$ cat src/hdl/tgm_pkg.sv
// Package of the token grammar mask generator: type codes, widths, control structs.
// No dependencies.
`default_nettype none
package tgm_pkg;
    localparam int COUNT_BITS_DEF = 8;
    localparam int NTYPES = 34;
    localparam int LIMIT_MAX = 16383;

    localparam logic [5:0] K_TRACK = 6'd0;
    localparam logic [5:0] K_BAR = 6'd1;
    localparam logic [5:0] K_TSIG = 6'd2;
    localparam logic [5:0] K_BAREND = 6'd3;
    localparam logic [5:0] K_POS = 6'd4;
    localparam logic [5:0] K_FSTART = 6'd5;
    localparam logic [5:0] K_FEND = 6'd6;
    localparam logic [5:0] K_HSTART = 6'd7;
    localparam logic [5:0] K_HEND = 6'd8;
    localparam logic [5:0] K_SSTART = 6'd9;
    localparam logic [5:0] K_SEND = 6'd10;
    localparam logic [5:0] K_VEL = 6'd11;
    localparam logic [5:0] K_ONSET = 6'd12;
    localparam logic [5:0] K_PITCH = 6'd13;
    localparam logic [5:0] K_PSTART = 6'd14;
    localparam logic [5:0] K_NUMBARS = 6'd15;
    localparam logic [5:0] K_INSTR = 6'd16;
    localparam logic [5:0] K_TRACKEND = 6'd17;
    localparam logic [5:0] K_DENSITY = 6'd18;
    localparam logic [5:0] K_PITCHRANGE = 6'd24;
    localparam logic [5:0] K_TENSION = 6'd25;
    localparam logic [5:0] K_PCS = 6'd26;
    localparam logic [5:0] K_BLVR = 6'd27;
    localparam logic [5:0] K_MASKBAR = 6'd28;
    localparam logic [5:0] K_DDIR = 6'd29;
    localparam logic [5:0] K_DELTA = 6'd30;
    localparam logic [5:0] K_PLACE = 6'd31;
    localparam logic [5:0] K_PEND = 6'd32;
    localparam logic [5:0] K_DUR = 6'd33;

    // configuration register indexes
    localparam logic [2:0] R_EXACT_BARS = 3'd0;
    localparam logic [2:0] R_TRACK_LIMIT = 3'd1;
    localparam logic [2:0] R_HUM_TOTAL = 3'd2;
    localparam logic [2:0] R_TICKS = 3'd3;
    localparam logic [2:0] R_MODE = 3'd4;

    typedef logic [NTYPES-1:0] mask_t;

    // controller to datapath
    typedef struct packed {
        logic load;      // latch input word and update state
        logic div_start; // begin beat-length division
        logic div_step;  // one restoring step
        logic finish;    // compute mask and window into output register
    } cmd_t;

    // datapath to controller
    typedef struct packed {
        logic need_div;
        logic div_last;
    } stat_t;

    function automatic mask_t bit_of(input logic [5:0] k);
        mask_t m;
        m = '0;
        m[k] = 1'b1;
        return m;
    endfunction
endpackage
`default_nettype wire

$ cat src/hdl/token_grammar_mask_generator.sv
// Top level of the token grammar mask generator: controller plus datapath.
// Depends on tgm_pkg, tgm_ctrl and tgm_datapath.
`default_nettype none
// One token word is taken at a time. A time-signature token with signatures
// enabled and a nonzero denominator also passes through the seven-step restoring
// divider that forms the beats per bar.
// A finished word sits in the output register; the next token is taken once
// the result is written there.
module token_grammar_mask_generator
#(
    parameter int COUNT_BITS = tgm_pkg::COUNT_BITS_DEF
)
(
    input  wire logic               clk,
    input  wire logic               rst_n,
    input  wire logic               in_valid,
    output logic                    in_stall,
    input  wire logic [5:0]         token_kind,
    input  wire logic [11:0]        token_value,
    input  wire logic [4:0]         sig_numerator,
    input  wire logic [4:0]         sig_denominator,
    output logic                    out_valid,
    input  wire logic               out_stall,
    output logic [33:0]             allowed_types,
    output logic                    window_active,
    output logic signed [12:0]      position_after,
    output logic [13:0]             position_limit,
    input  wire logic               cfg_valid,
    output logic                    cfg_ready,
    input  wire logic [2:0]         cfg_index,
    input  wire logic [11:0]        cfg_data
);
    tgm_pkg::cmd_t  cmd;
    tgm_pkg::stat_t stat;

    assign cfg_ready = 1'b1;

    tgm_ctrl u_ctrl
    (
        .clk(clk), .rst_n(rst_n), .in_valid(in_valid), .in_stall(in_stall),
        .out_valid(out_valid), .out_stall(out_stall), .cmd(cmd), .stat(stat)
    );

    tgm_datapath #(.COUNT_BITS(COUNT_BITS)) u_dp
    (
        .clk(clk), .rst_n(rst_n), .cmd(cmd), .stat(stat),
        .token_kind(token_kind), .token_value(token_value),
        .sig_numerator(sig_numerator), .sig_denominator(sig_denominator),
        .cfg_we(cfg_valid && cfg_ready), .cfg_index(cfg_index), .cfg_data(cfg_data),
        .allowed_types(allowed_types), .window_active(window_active),
        .position_after(position_after), .position_limit(position_limit)
    );
endmodule
`default_nettype wire

$ cat src/hdl/tgm_ctrl.sv
// Controller of the token grammar mask generator: sequences load, divide and finish.
// Depends on tgm_pkg.
`default_nettype none
module tgm_ctrl
(
    input  wire logic            clk,
    input  wire logic            rst_n,
    input  wire logic            in_valid,
    output logic                 in_stall,
    output logic                 out_valid,
    input  wire logic            out_stall,
    output tgm_pkg::cmd_t        cmd,
    input  wire tgm_pkg::stat_t  stat
);
    typedef enum logic [3:0] {
        S_IDLE = 4'b0001,
        S_DIV  = 4'b0010,
        S_FIN  = 4'b0100,
        S_OUT  = 4'b1000
    } state_t;

    state_t state_reg, state_next;
    logic   out_valid_reg, out_valid_next;
    logic   acc;

    assign in_stall  = (state_reg != S_IDLE);
    assign out_valid = out_valid_reg;
    assign acc = in_valid && !in_stall;

    // next state and commands
    always_comb
    begin
        state_next = state_reg;
        out_valid_next = out_valid_reg && out_stall;
        cmd = '0;
        case (state_reg)
            S_IDLE:
            begin
                if (acc)
                begin
                    cmd.load = 1'b1;
                    state_next = S_DIV;
                end
            end
            S_DIV:
            begin
                if (stat.need_div)
                begin
                    cmd.div_start = 1'b1;
                    state_next = S_FIN;
                end
                else
                begin
                    state_next = S_OUT;
                end
            end
            S_FIN:
            begin
                cmd.div_step = 1'b1;
                if (stat.div_last)
                    state_next = S_OUT;
            end
            S_OUT:
            begin
                // output register free: write result
                if (!out_valid_next)
                begin
                    cmd.finish = 1'b1;
                    out_valid_next = 1'b1;
                    state_next = S_IDLE;
                end
            end
            default: state_next = S_IDLE;
        endcase
    end

    always_ff @(posedge clk or negedge rst_n)
    begin
        if (!rst_n)
        begin
            state_reg <= S_IDLE;
            out_valid_reg <= 1'b0;
        end
        else
        begin
            state_reg <= state_next;
            out_valid_reg <= out_valid_next;
        end
    end
endmodule
`default_nettype wire

$ cat src/hdl/tgm_datapath.sv
// Datapath of the token grammar mask generator: grammar state, beat divider, mask.
// Depends on tgm_pkg.
`default_nettype none
module tgm_datapath
#(
    parameter int COUNT_BITS = tgm_pkg::COUNT_BITS_DEF
)
(
    input  wire logic               clk,
    input  wire logic               rst_n,
    input  wire tgm_pkg::cmd_t      cmd,
    output tgm_pkg::stat_t          stat,
    input  wire logic [5:0]         token_kind,
    input  wire logic [11:0]        token_value,
    input  wire logic [4:0]         sig_numerator,
    input  wire logic [4:0]         sig_denominator,
    input  wire logic               cfg_we,
    input  wire logic [2:0]         cfg_index,
    input  wire logic [11:0]        cfg_data,
    output logic [33:0]             allowed_types,
    output logic                    window_active,
    output logic signed [12:0]      position_after,
    output logic [13:0]             position_limit
);
    localparam logic [COUNT_BITS-1:0] CMAX = '1;

    // configuration
    logic signed [8:0] exact_reg, tlim_reg;
    logic [11:0] htot_reg;
    logic [7:0]  tpb_reg;
    logic [4:0]  mode_reg;

    // grammar state
    logic [5:0]  last_kind_reg;
    logic [COUNT_BITS-1:0] tracks_reg, bars_reg;
    logic        drum_reg, inbar_reg, notes_reg, fill_reg, hum_reg, skel_reg;
    logic signed [12:0] lastpos_reg;
    logic [6:0]  beats_reg;
    logic [11:0] hgroups_reg;

    // latched token parts and divider
    logic [4:0]  den_reg;
    logic [6:0]  dividend_reg;
    logic [6:0]  quo_reg;
    logic [4:0]  rem_reg;
    logic [2:0]  step_reg;

    // config writes
    always_ff @(posedge clk or negedge rst_n)
    begin
        if (!rst_n)
        begin
            exact_reg <= -9'sd1;
            tlim_reg <= -9'sd1;
            htot_reg <= '0;
            tpb_reg <= 8'd12;
            mode_reg <= '0;
        end
        else if (cfg_we)
        begin
            case (cfg_index)
                tgm_pkg::R_EXACT_BARS:  exact_reg <= cfg_data[8:0];
                tgm_pkg::R_TRACK_LIMIT: tlim_reg <= cfg_data[8:0];
                tgm_pkg::R_HUM_TOTAL:   htot_reg <= cfg_data;
                tgm_pkg::R_TICKS:       tpb_reg <= cfg_data[7:0];
                tgm_pkg::R_MODE:        mode_reg <= cfg_data[4:0];
                default: ;
            endcase
        end
    end

    assign stat.need_div = (last_kind_reg == tgm_pkg::K_TSIG) && mode_reg[4]
                           && (den_reg != 5'd0);
    assign stat.div_last = (step_reg == 3'd0);

    // restoring division step: 4*num/den, 7 quotient bits
    logic [5:0] trial;
    assign trial = {rem_reg, dividend_reg[6]} - {1'b0, den_reg};

    // grammar state update
    always_ff @(posedge clk or negedge rst_n)
    begin
        if (!rst_n)
        begin
            last_kind_reg <= tgm_pkg::K_PSTART;
            tracks_reg <= '0;
            drum_reg <= 1'b0;
            bars_reg <= '0;
            inbar_reg <= 1'b0;
            lastpos_reg <= -13'sd1;
            beats_reg <= 7'd4;
            notes_reg <= 1'b0;
            fill_reg <= 1'b0;
            hum_reg <= 1'b0;
            hgroups_reg <= '0;
            skel_reg <= 1'b0;
            step_reg <= '0;
        end
        else if (cmd.load)
        begin
            last_kind_reg <= token_kind;
            case (token_kind)
                tgm_pkg::K_TRACK:
                begin
                    if (tracks_reg != CMAX)
                        tracks_reg <= tracks_reg + 1'b1;
                    drum_reg <= (token_value == 12'd1);
                    bars_reg <= '0;
                end
                tgm_pkg::K_BAR:
                begin
                    if (bars_reg != CMAX)
                        bars_reg <= bars_reg + 1'b1;
                    inbar_reg <= 1'b1;
                    lastpos_reg <= -13'sd1;
                    beats_reg <= 7'd4;
                    notes_reg <= 1'b0;
                end
                tgm_pkg::K_BAREND: inbar_reg <= 1'b0;
                tgm_pkg::K_POS:    lastpos_reg <= $signed({1'b0, token_value});
                tgm_pkg::K_FSTART:
                begin
                    fill_reg <= 1'b1;
                    notes_reg <= 1'b0;
                    lastpos_reg <= -13'sd1;
                end
                tgm_pkg::K_FEND:   fill_reg <= 1'b0;
                tgm_pkg::K_HSTART:
                begin
                    hum_reg <= 1'b1;
                    hgroups_reg <= '0;
                end
                tgm_pkg::K_HEND:   hum_reg <= 1'b0;
                tgm_pkg::K_SSTART: skel_reg <= 1'b1;
                tgm_pkg::K_SEND:   skel_reg <= 1'b0;
                tgm_pkg::K_VEL:
                begin
                    if (hum_reg && hgroups_reg != 12'hFFF)
                        hgroups_reg <= hgroups_reg + 1'b1;
                end
                tgm_pkg::K_ONSET, tgm_pkg::K_PITCH: notes_reg <= 1'b1;
                default: ;
            endcase
        end
        else if (cmd.div_start)
        begin
            step_reg <= 3'd6;
        end
        else if (cmd.div_step)
        begin
            if (step_reg != 3'd0)
                step_reg <= step_reg - 1'b1;
            else
                beats_reg <= {quo_reg[5:0], ~trial[5]};
        end
    end

    // divider registers
    always_ff @(posedge clk)
    begin
        if (cmd.load)
        begin
            den_reg <= sig_denominator;
            dividend_reg <= {sig_numerator, 2'b00};
        end
        else if (cmd.div_start)
        begin
            rem_reg <= '0;
            quo_reg <= '0;
        end
        else if (cmd.div_step)
        begin
            dividend_reg <= {dividend_reg[5:0], 1'b0};
            quo_reg <= {quo_reg[5:0], ~trial[5]};
            rem_reg <= trial[5] ? {rem_reg[3:0], dividend_reg[6]} : trial[4:0];
        end
    end

    // grammar mask
    logic end_ok;
    logic bars_lt, tracks_lt;
    tgm_pkg::mask_t m, bar_or_end, bar_body, after_note, hum_next;
    logic [5:0] k;

    always_comb
    begin
        end_ok = !mode_reg[0] || notes_reg;
        bars_lt = ($signed({1'b0, bars_reg}) < exact_reg);
        tracks_lt = ($signed({1'b0, tracks_reg}) < tlim_reg);
        if (exact_reg < 0)
            bar_or_end = tgm_pkg::bit_of(tgm_pkg::K_BAR) | tgm_pkg::bit_of(tgm_pkg::K_TRACKEND);
        else if (bars_lt)
            bar_or_end = tgm_pkg::bit_of(tgm_pkg::K_BAR);
        else
            bar_or_end = tgm_pkg::bit_of(tgm_pkg::K_TRACKEND);
        bar_body = tgm_pkg::bit_of(tgm_pkg::K_TENSION) | tgm_pkg::bit_of(tgm_pkg::K_PCS)
                 | tgm_pkg::bit_of(tgm_pkg::K_BLVR) | tgm_pkg::bit_of(tgm_pkg::K_MASKBAR)
                 | tgm_pkg::bit_of(tgm_pkg::K_POS) | tgm_pkg::bit_of(tgm_pkg::K_VEL)
                 | tgm_pkg::bit_of(tgm_pkg::K_ONSET) | tgm_pkg::bit_of(tgm_pkg::K_PITCH)
                 | tgm_pkg::bit_of(tgm_pkg::K_DDIR) | tgm_pkg::bit_of(tgm_pkg::K_DELTA)
                 | tgm_pkg::bit_of(tgm_pkg::K_SSTART);
        if (end_ok)
            bar_body = bar_body | tgm_pkg::bit_of(tgm_pkg::K_BAREND);
        if (skel_reg)
            after_note = tgm_pkg::bit_of(tgm_pkg::K_ONSET) | tgm_pkg::bit_of(tgm_pkg::K_PITCH)
                       | tgm_pkg::bit_of(tgm_pkg::K_POS) | tgm_pkg::bit_of(tgm_pkg::K_SEND);
        else
            after_note = tgm_pkg::bit_of(tgm_pkg::K_VEL) | tgm_pkg::bit_of(tgm_pkg::K_ONSET)
                       | tgm_pkg::bit_of(tgm_pkg::K_PITCH) | tgm_pkg::bit_of(tgm_pkg::K_POS)
                       | tgm_pkg::bit_of(tgm_pkg::K_DDIR) | tgm_pkg::bit_of(tgm_pkg::K_DELTA)
                       | (fill_reg ? tgm_pkg::bit_of(tgm_pkg::K_FEND)
                                   : tgm_pkg::bit_of(tgm_pkg::K_BAREND));
        hum_next = (hgroups_reg < htot_reg) ? tgm_pkg::bit_of(tgm_pkg::K_VEL)
                                            : tgm_pkg::bit_of(tgm_pkg::K_HEND);
        k = last_kind_reg;
        // attribute control kinds behave like instrument
        if (k >= tgm_pkg::K_DENSITY && k <= tgm_pkg::K_PITCHRANGE)
            k = tgm_pkg::K_INSTR;
        case (k)
            tgm_pkg::K_PSTART:
                m = tgm_pkg::bit_of(tgm_pkg::K_NUMBARS) | tgm_pkg::bit_of(tgm_pkg::K_TRACK);
            tgm_pkg::K_NUMBARS: m = tgm_pkg::bit_of(tgm_pkg::K_TRACK);
            tgm_pkg::K_TRACK:   m = tgm_pkg::bit_of(tgm_pkg::K_INSTR) | bar_or_end;
            tgm_pkg::K_INSTR:   m = tgm_pkg::mask_t'(34'h1FC0000) | bar_or_end;
            tgm_pkg::K_BAR:
                m = tgm_pkg::bit_of(tgm_pkg::K_TSIG) | bar_body
                  | tgm_pkg::bit_of(tgm_pkg::K_PLACE);
            tgm_pkg::K_TSIG:    m = bar_body | tgm_pkg::bit_of(tgm_pkg::K_PLACE);
            tgm_pkg::K_TENSION, tgm_pkg::K_PCS, tgm_pkg::K_BLVR: m = bar_body;
            tgm_pkg::K_MASKBAR, tgm_pkg::K_PLACE, tgm_pkg::K_SEND:
                m = tgm_pkg::bit_of(tgm_pkg::K_BAREND);
            tgm_pkg::K_BAREND:
            begin
                m = tgm_pkg::bit_of(tgm_pkg::K_FSTART);
                if (exact_reg < 0)
                    m = m | tgm_pkg::bit_of(tgm_pkg::K_TRACKEND)
                          | tgm_pkg::bit_of(tgm_pkg::K_PEND) | tgm_pkg::bit_of(tgm_pkg::K_BAR);
                else if (bars_lt)
                    m = m | tgm_pkg::bit_of(tgm_pkg::K_BAR);
                else
                    m = m | tgm_pkg::bit_of(tgm_pkg::K_TRACKEND)
                          | tgm_pkg::bit_of(tgm_pkg::K_PEND);
            end
            tgm_pkg::K_POS:
            begin
                if (skel_reg)
                begin
                    m = tgm_pkg::bit_of(tgm_pkg::K_ONSET) | tgm_pkg::bit_of(tgm_pkg::K_PITCH);
                    if (end_ok)
                        m = m | tgm_pkg::bit_of(tgm_pkg::K_SEND);
                end
                else
                begin
                    m = tgm_pkg::bit_of(tgm_pkg::K_VEL) | tgm_pkg::bit_of(tgm_pkg::K_ONSET)
                      | tgm_pkg::bit_of(tgm_pkg::K_PITCH) | tgm_pkg::bit_of(tgm_pkg::K_DDIR)
                      | tgm_pkg::bit_of(tgm_pkg::K_DELTA);
                    if (end_ok)
                        m = m | (fill_reg ? tgm_pkg::bit_of(tgm_pkg::K_FEND)
                                          : tgm_pkg::bit_of(tgm_pkg::K_BAREND));
                end
            end
            tgm_pkg::K_VEL:
            begin
                if (hum_reg)
                    m = tgm_pkg::bit_of(tgm_pkg::K_DDIR) | tgm_pkg::bit_of(tgm_pkg::K_DELTA)
                      | hum_next;
                else
                    m = tgm_pkg::bit_of(tgm_pkg::K_ONSET) | tgm_pkg::bit_of(tgm_pkg::K_PITCH)
                      | tgm_pkg::bit_of(tgm_pkg::K_DELTA);
            end
            tgm_pkg::K_DDIR: m = tgm_pkg::bit_of(tgm_pkg::K_DELTA);
            tgm_pkg::K_DELTA:
            begin
                if (hum_reg)
                    m = hum_next;
                else
                begin
                    m = tgm_pkg::bit_of(tgm_pkg::K_DELTA) | tgm_pkg::bit_of(tgm_pkg::K_DDIR)
                      | tgm_pkg::bit_of(tgm_pkg::K_ONSET) | tgm_pkg::bit_of(tgm_pkg::K_PITCH);
                    if (fill_reg && end_ok)
                        m = m | tgm_pkg::bit_of(tgm_pkg::K_FEND);
                end
            end
            tgm_pkg::K_ONSET, tgm_pkg::K_PITCH:
                m = drum_reg ? after_note : tgm_pkg::bit_of(tgm_pkg::K_DUR);
            tgm_pkg::K_DUR: m = after_note;
            tgm_pkg::K_TRACKEND:
            begin
                m = tgm_pkg::bit_of(tgm_pkg::K_PEND);
                if (tlim_reg < 0 || tracks_lt)
                    m = m | tgm_pkg::bit_of(tgm_pkg::K_TRACK);
            end
            tgm_pkg::K_FSTART:
                m = tgm_pkg::bit_of(tgm_pkg::K_POS) | tgm_pkg::bit_of(tgm_pkg::K_VEL)
                  | tgm_pkg::bit_of(tgm_pkg::K_ONSET) | tgm_pkg::bit_of(tgm_pkg::K_PITCH)
                  | tgm_pkg::bit_of(tgm_pkg::K_DDIR) | tgm_pkg::bit_of(tgm_pkg::K_DELTA);
            tgm_pkg::K_FEND:
                m = tgm_pkg::bit_of(tgm_pkg::K_BAREND) | tgm_pkg::bit_of(tgm_pkg::K_FSTART)
                  | tgm_pkg::bit_of(tgm_pkg::K_HSTART) | tgm_pkg::bit_of(tgm_pkg::K_PEND);
            tgm_pkg::K_HSTART:
                m = (htot_reg != '0) ? tgm_pkg::bit_of(tgm_pkg::K_VEL)
                                     : tgm_pkg::bit_of(tgm_pkg::K_HEND);
            tgm_pkg::K_HEND:
                m = tgm_pkg::bit_of(tgm_pkg::K_HSTART) | tgm_pkg::bit_of(tgm_pkg::K_PEND);
            tgm_pkg::K_SSTART:
            begin
                m = tgm_pkg::bit_of(tgm_pkg::K_POS) | tgm_pkg::bit_of(tgm_pkg::K_ONSET)
                  | tgm_pkg::bit_of(tgm_pkg::K_PITCH);
                if (end_ok)
                    m = m | tgm_pkg::bit_of(tgm_pkg::K_SEND);
            end
            default: m = '1;
        endcase
        // mode masks
        if (mode_reg[1])
            m = m & ~(tgm_pkg::bit_of(tgm_pkg::K_FSTART) | tgm_pkg::bit_of(tgm_pkg::K_FEND)
                    | tgm_pkg::bit_of(tgm_pkg::K_PLACE) | tgm_pkg::bit_of(tgm_pkg::K_HSTART)
                    | tgm_pkg::bit_of(tgm_pkg::K_HEND) | tgm_pkg::bit_of(tgm_pkg::K_SSTART)
                    | tgm_pkg::bit_of(tgm_pkg::K_SEND));
        if (mode_reg[2])
            m = m & ~tgm_pkg::bit_of(tgm_pkg::K_TRACK);
        if (mode_reg[3])
            m = m & ~tgm_pkg::bit_of(tgm_pkg::K_TRACKEND);
    end

    // bar length in ticks, saturated to LIMIT_MAX in the output register
    logic [14:0] ticks;
    assign ticks = beats_reg * tpb_reg;

    // output register
    always_ff @(posedge clk)
    begin
        if (cmd.finish)
        begin
            allowed_types <= m;
            window_active <= inbar_reg;
            position_after <= inbar_reg ? lastpos_reg : 13'sd0;
            position_limit <= !inbar_reg ? 14'd0
                            : (ticks > 15'(tgm_pkg::LIMIT_MAX)) ? 14'(tgm_pkg::LIMIT_MAX)
                            : ticks[13:0];
        end
    end
endmodule
`default_nettype wire

$ cat config.mk
export PLATFORM = sky130hd
export DESIGN_NAME = token_grammar_mask_generator
export DESIGN_NICKNAME = d
export VERILOG_FILES = /design/src/hdl/tgm_pkg.sv /design/src/hdl/token_grammar_mask_generator.sv /design/src/hdl/tgm_ctrl.sv /design/src/hdl/tgm_datapath.sv
export SDC_FILE = /design/constraint.sdc
export NUM_CORES = 1
export LEC_CHECK = 0
export BUFFER_PORTS_ARGS = -buffer_cell sky130_fd_sc_hd__clkbuf_2
export CAP_MARGIN = 20
export CORE_ASPECT_RATIO = 2
export CORE_UTILIZATION = 47
export DETAILED_ROUTE_END_ITERATION = 10
export GPL_ROUTABILITY_DRIVEN = 0
export PLACE_DENSITY = 0.66
export REMOVE_ABC_BUFFERS = 1
export SYNTH_ARGS = -nofsm -noshare
export SYNTH_HDL_FRONTEND = slang
export SYNTH_SLANG_ARGS = --single-unit
export TNS_END_PERCENT = 1
$ cat constraint.sdc
create_clock -name clk -period 5.7 [get_ports clk]
set_clock_uncertainty 0.2 [all_clocks]
set_input_delay 0 -clock clk [delete_from_list [all_inputs] [get_ports clk]]
set_output_delay 0 -clock clk [all_outputs]
set_load 0.02 [all_outputs]
==> results.ini <==
[status]
status = finished, final reports clean

[setup_path]
end_kind = flip-flop
crit_start = u_dp.beats_reg[3]
required_ns = 5.67
r2r_slack_ns = 0.70
crit_slowest_cell = fa_1
crit_chain = and2_1, fa_1, inv_1, fa_1, inv_1, fa_1, inv_1, fa_1, inv_1, ha_1, o21a_1, o31a_1, o21ai_1, o21ai_1, xnor2_1, buf_4, o32ai_1
cp.arrival_ns = 4.97
max_stage_delay_ns = 0.57
startpoint_type = flip-flop
critical_path_class = reg -> reg
r2r-start = u_dp.beats_reg[3]
crit_fanout = 14

[global_routing]
grt_use_total_pct = 23.2
antenna_found_initial = 1
overflow = 0
grt_start_max_net_pins = 75
grt_pass1_vias = 8632
grt_pass1_wl_um = 42100

[yosys]
yosys-top-cells-count = nand2_1 (124), inv_1 (77), dfrtp_1 (73), edfxtp_1 (73), ha_1 (68)
synthMostInstantiatedCell = nand2_1
yosysUniqueCellTypes = 86
syn-mean-instance-area_um2 = 10.4
synth_seq_cells = 184
yosys.area.top_type = edfxtp_1
yosys_warnings = 0
async_flop_share_pct = 60.3
yosys-top-cells-area = edfxtp_1 (20%), dfrtp_1 (17%), dfstp_2 (9.1%)
synth-main-ff-cell = edfxtp_1
ys_seq_area_share_pct = 45.6
synth_top_area_share_pct = 19.9
netlist_area_um2 = 11000
synth-edff-count = 73
synthCells = 1063

[die]
pin_count = 113
die_h_um = 218
start_util_pct = 48.2
dieWidth_um = 110
dieArea_um2 = 24100
num_rows = 78
core_area_um2 = 22800

[route]
via_per_inst = 5.51
detail_route.wl_per_cell_um = 17.1
vias = 8309
finalWirelength_um = 25800
drtIter0Drc = 401
ant_nets = 0
firstDrtPassIters = 4
drc = 0

[timing]
relSlewSlack_pct = 23.3
setup_viol = 0
worstMarginPinSlew_ns = 1.14
hold_slack_ns = 0.0509
layout_worst_path_cycle_share_pct = 87.7
final_hold_viol_count = 0
maxSlewViolCount = 0
setup_slack_ns = 0.700
finalSetupTns_ns = 0
grt_setup_unrepaired = false
clock.fmax_mhz = 200
period_needed_ns = 5.00

[job]
cap_viol_max_count = 0

[cells_and_area]
num-nets-final = 1361
final_cells = 1509
drive_gt1_share_pct = 19.2
regMostFlops = u_dp.allowed_types
largest_reg_flops = 24
syn_to_final_growth_pct = 17.2
reg_top3 = u_dp.allowed_types x24, u_dp.position_limit x14

[pwr]
p_sw_uw = 1610
p_seq_share_pct = 44.0
p_leak_uw = 0.00586
clockPowerShare_pct = 25.4
combinationalPowerShare_pct = 30.7
power_density_nw_per_um2 = 349
p_sw_share_pct = 35.8
internal_power_uw = 2890
irDropWorstVdd_mv = 0.191

[clocking]
cts.path.max_buffers = 2
cts_resized = 0
path_clk_slew_ns = 0.08
cts_tree = yes
cts_buffers = 17
clock-sinks = 184
cts_hold_buf = 63
clock_latency_ns = 0.45
cts_setup_buffers = 0
cts-root-buf = clkbuf_16
cts_max_level = 4

[place]
port_buffers = 111
dpl.cell_count = 1413
pre_cts_ws_ns = 0.774
place_hpwl_um = 19200

[hold_path]
hold_path_class = in -> async

-- worst max-delay path: cells and delay by family (launching register included) --
kind / cells / cell delay [ns]
flip-flops: 1 / 0.47
AO/OA/AOI/OAI: 5 / 0.78
adder cells (fa/ha/maj): 5 / 2.44
XOR/XNOR: 1 / 0.15
buffers and inverters: 5 / 0.44
AND/OR/NAND/NOR: 1 / 0.22
-- per-layer routing --
metal | global-route usage [%] | part of all wire (%)
met5 | 0 | 0
met4 | 11.4 | 4.1
met3 | 3.37 | 2.5
met2 | 43.3 | 56
met1 | 24.6 | 38
-- path summary, 6_finish.rpt --
path / cells past startpoint / to
worst min-delay path: 2 / u_dp.hgroups_reg[8]
worst max register to register: 17 / u_dp.position_limit[13]
worst min register to register: 2 / u_dp.lastpos_reg[12]
min in group clk: 2 / u_dp.den_reg[2]
max in group asynchronous: 3 / u_dp.tlim_reg[5]
worst max-delay path: 17 / u_dp.position_limit[13]
-- power by group through the flow --
stage	registers (µW)	clock network (µW)	logic (µW)
floorplan	1950	0	950
global placement	2000	0	1290
detailed placement	2000	0	1310
CTS	1980	1170	1380
global route	2020	1220	1550
finish	1980	1140	1380
-- through the flow --
stage,total power (µW),util [%],cell area (µm²)
after global placement,3280,51.3,11700
after floorplan,2900,-,10800
after detailed placement,3320,51.3,11700
after global routing,4800,56.5,12900
after CTS,4520,56.5,12900
final,4500,56.5,12900
-- layout make-up --
type / count / area, µm²
Fill cell: 2087 / 9940
Multi-Input combinational cell: 753 / 5450
Sequential cell: 184 / 5020
Timing Repair Buffer: 179 / 1230
Clock buffer: 17 / 425
Tap cell: 280 / 350
Inverter: 80 / 305
Clock inverter: 15 / 128
Antenna cell: 1 / 2.50
-- cell usage in the layout (no fill, tap or decap), drive strengths merged, types with 6 or more instances in the layout --
| cell | synthesis | layout |
|---|---|---|
| nor2 | 65 | 65 |
| dfrtp | 73 | 73 |
| o211ai | 7 | 7 |
| o21ai | 63 | 63 |
| inv | 79 | 92 |
| ha | 68 | 68 |
| clkbuf | 25 | 127 |
| and2 | 59 | 59 |
| a211oi | 7 | 7 |
| mux2 | 20 | 20 |
| edfxtp | 73 | 73 |
| nor3 | 21 | 21 |
| a31oi | 7 | 7 |
| nand2b | 15 | 15 |
| or3 | 7 | 7 |
| nor4 | 12 | 12 |
| fa | 30 | 30 |
| nor2b | 18 | 18 |
| dfstp | 38 | 38 |
| a22o | 6 | 6 |
| nand3 | 30 | 30 |
| xor2 | 15 | 15 |
| a21o | 12 | 12 |
| dlygate4sd3 | 0 | 63 |
| buf | 21 | 6 |
| and3 | 9 | 9 |
| a21oi | 52 | 52 |
| nand2 | 126 | 126 |
| nand4 | 10 | 10 |
| mux2i | 14 | 14 |
| xnor2 | 17 | 17 |
-- cells by family (layout without fill, tap and decap cells) --
group                    Yosys count  after routing  share of synthesized area [%]
AO/OA/AOI/OAI                    189            189                           10.9
XOR/XNOR                          32             32                           2.55
adder cells (fa/ha/maj)           98             98                           13.2
buffers and inverters            126            291                           5.11
flip-flops                       184            184                           45.6
multiplexers                      34             34                           3.32
other                              1              2                         0.0341
AND/OR/NAND/NOR                  399            399                           19.4
(Power assumes the default switching activity.)
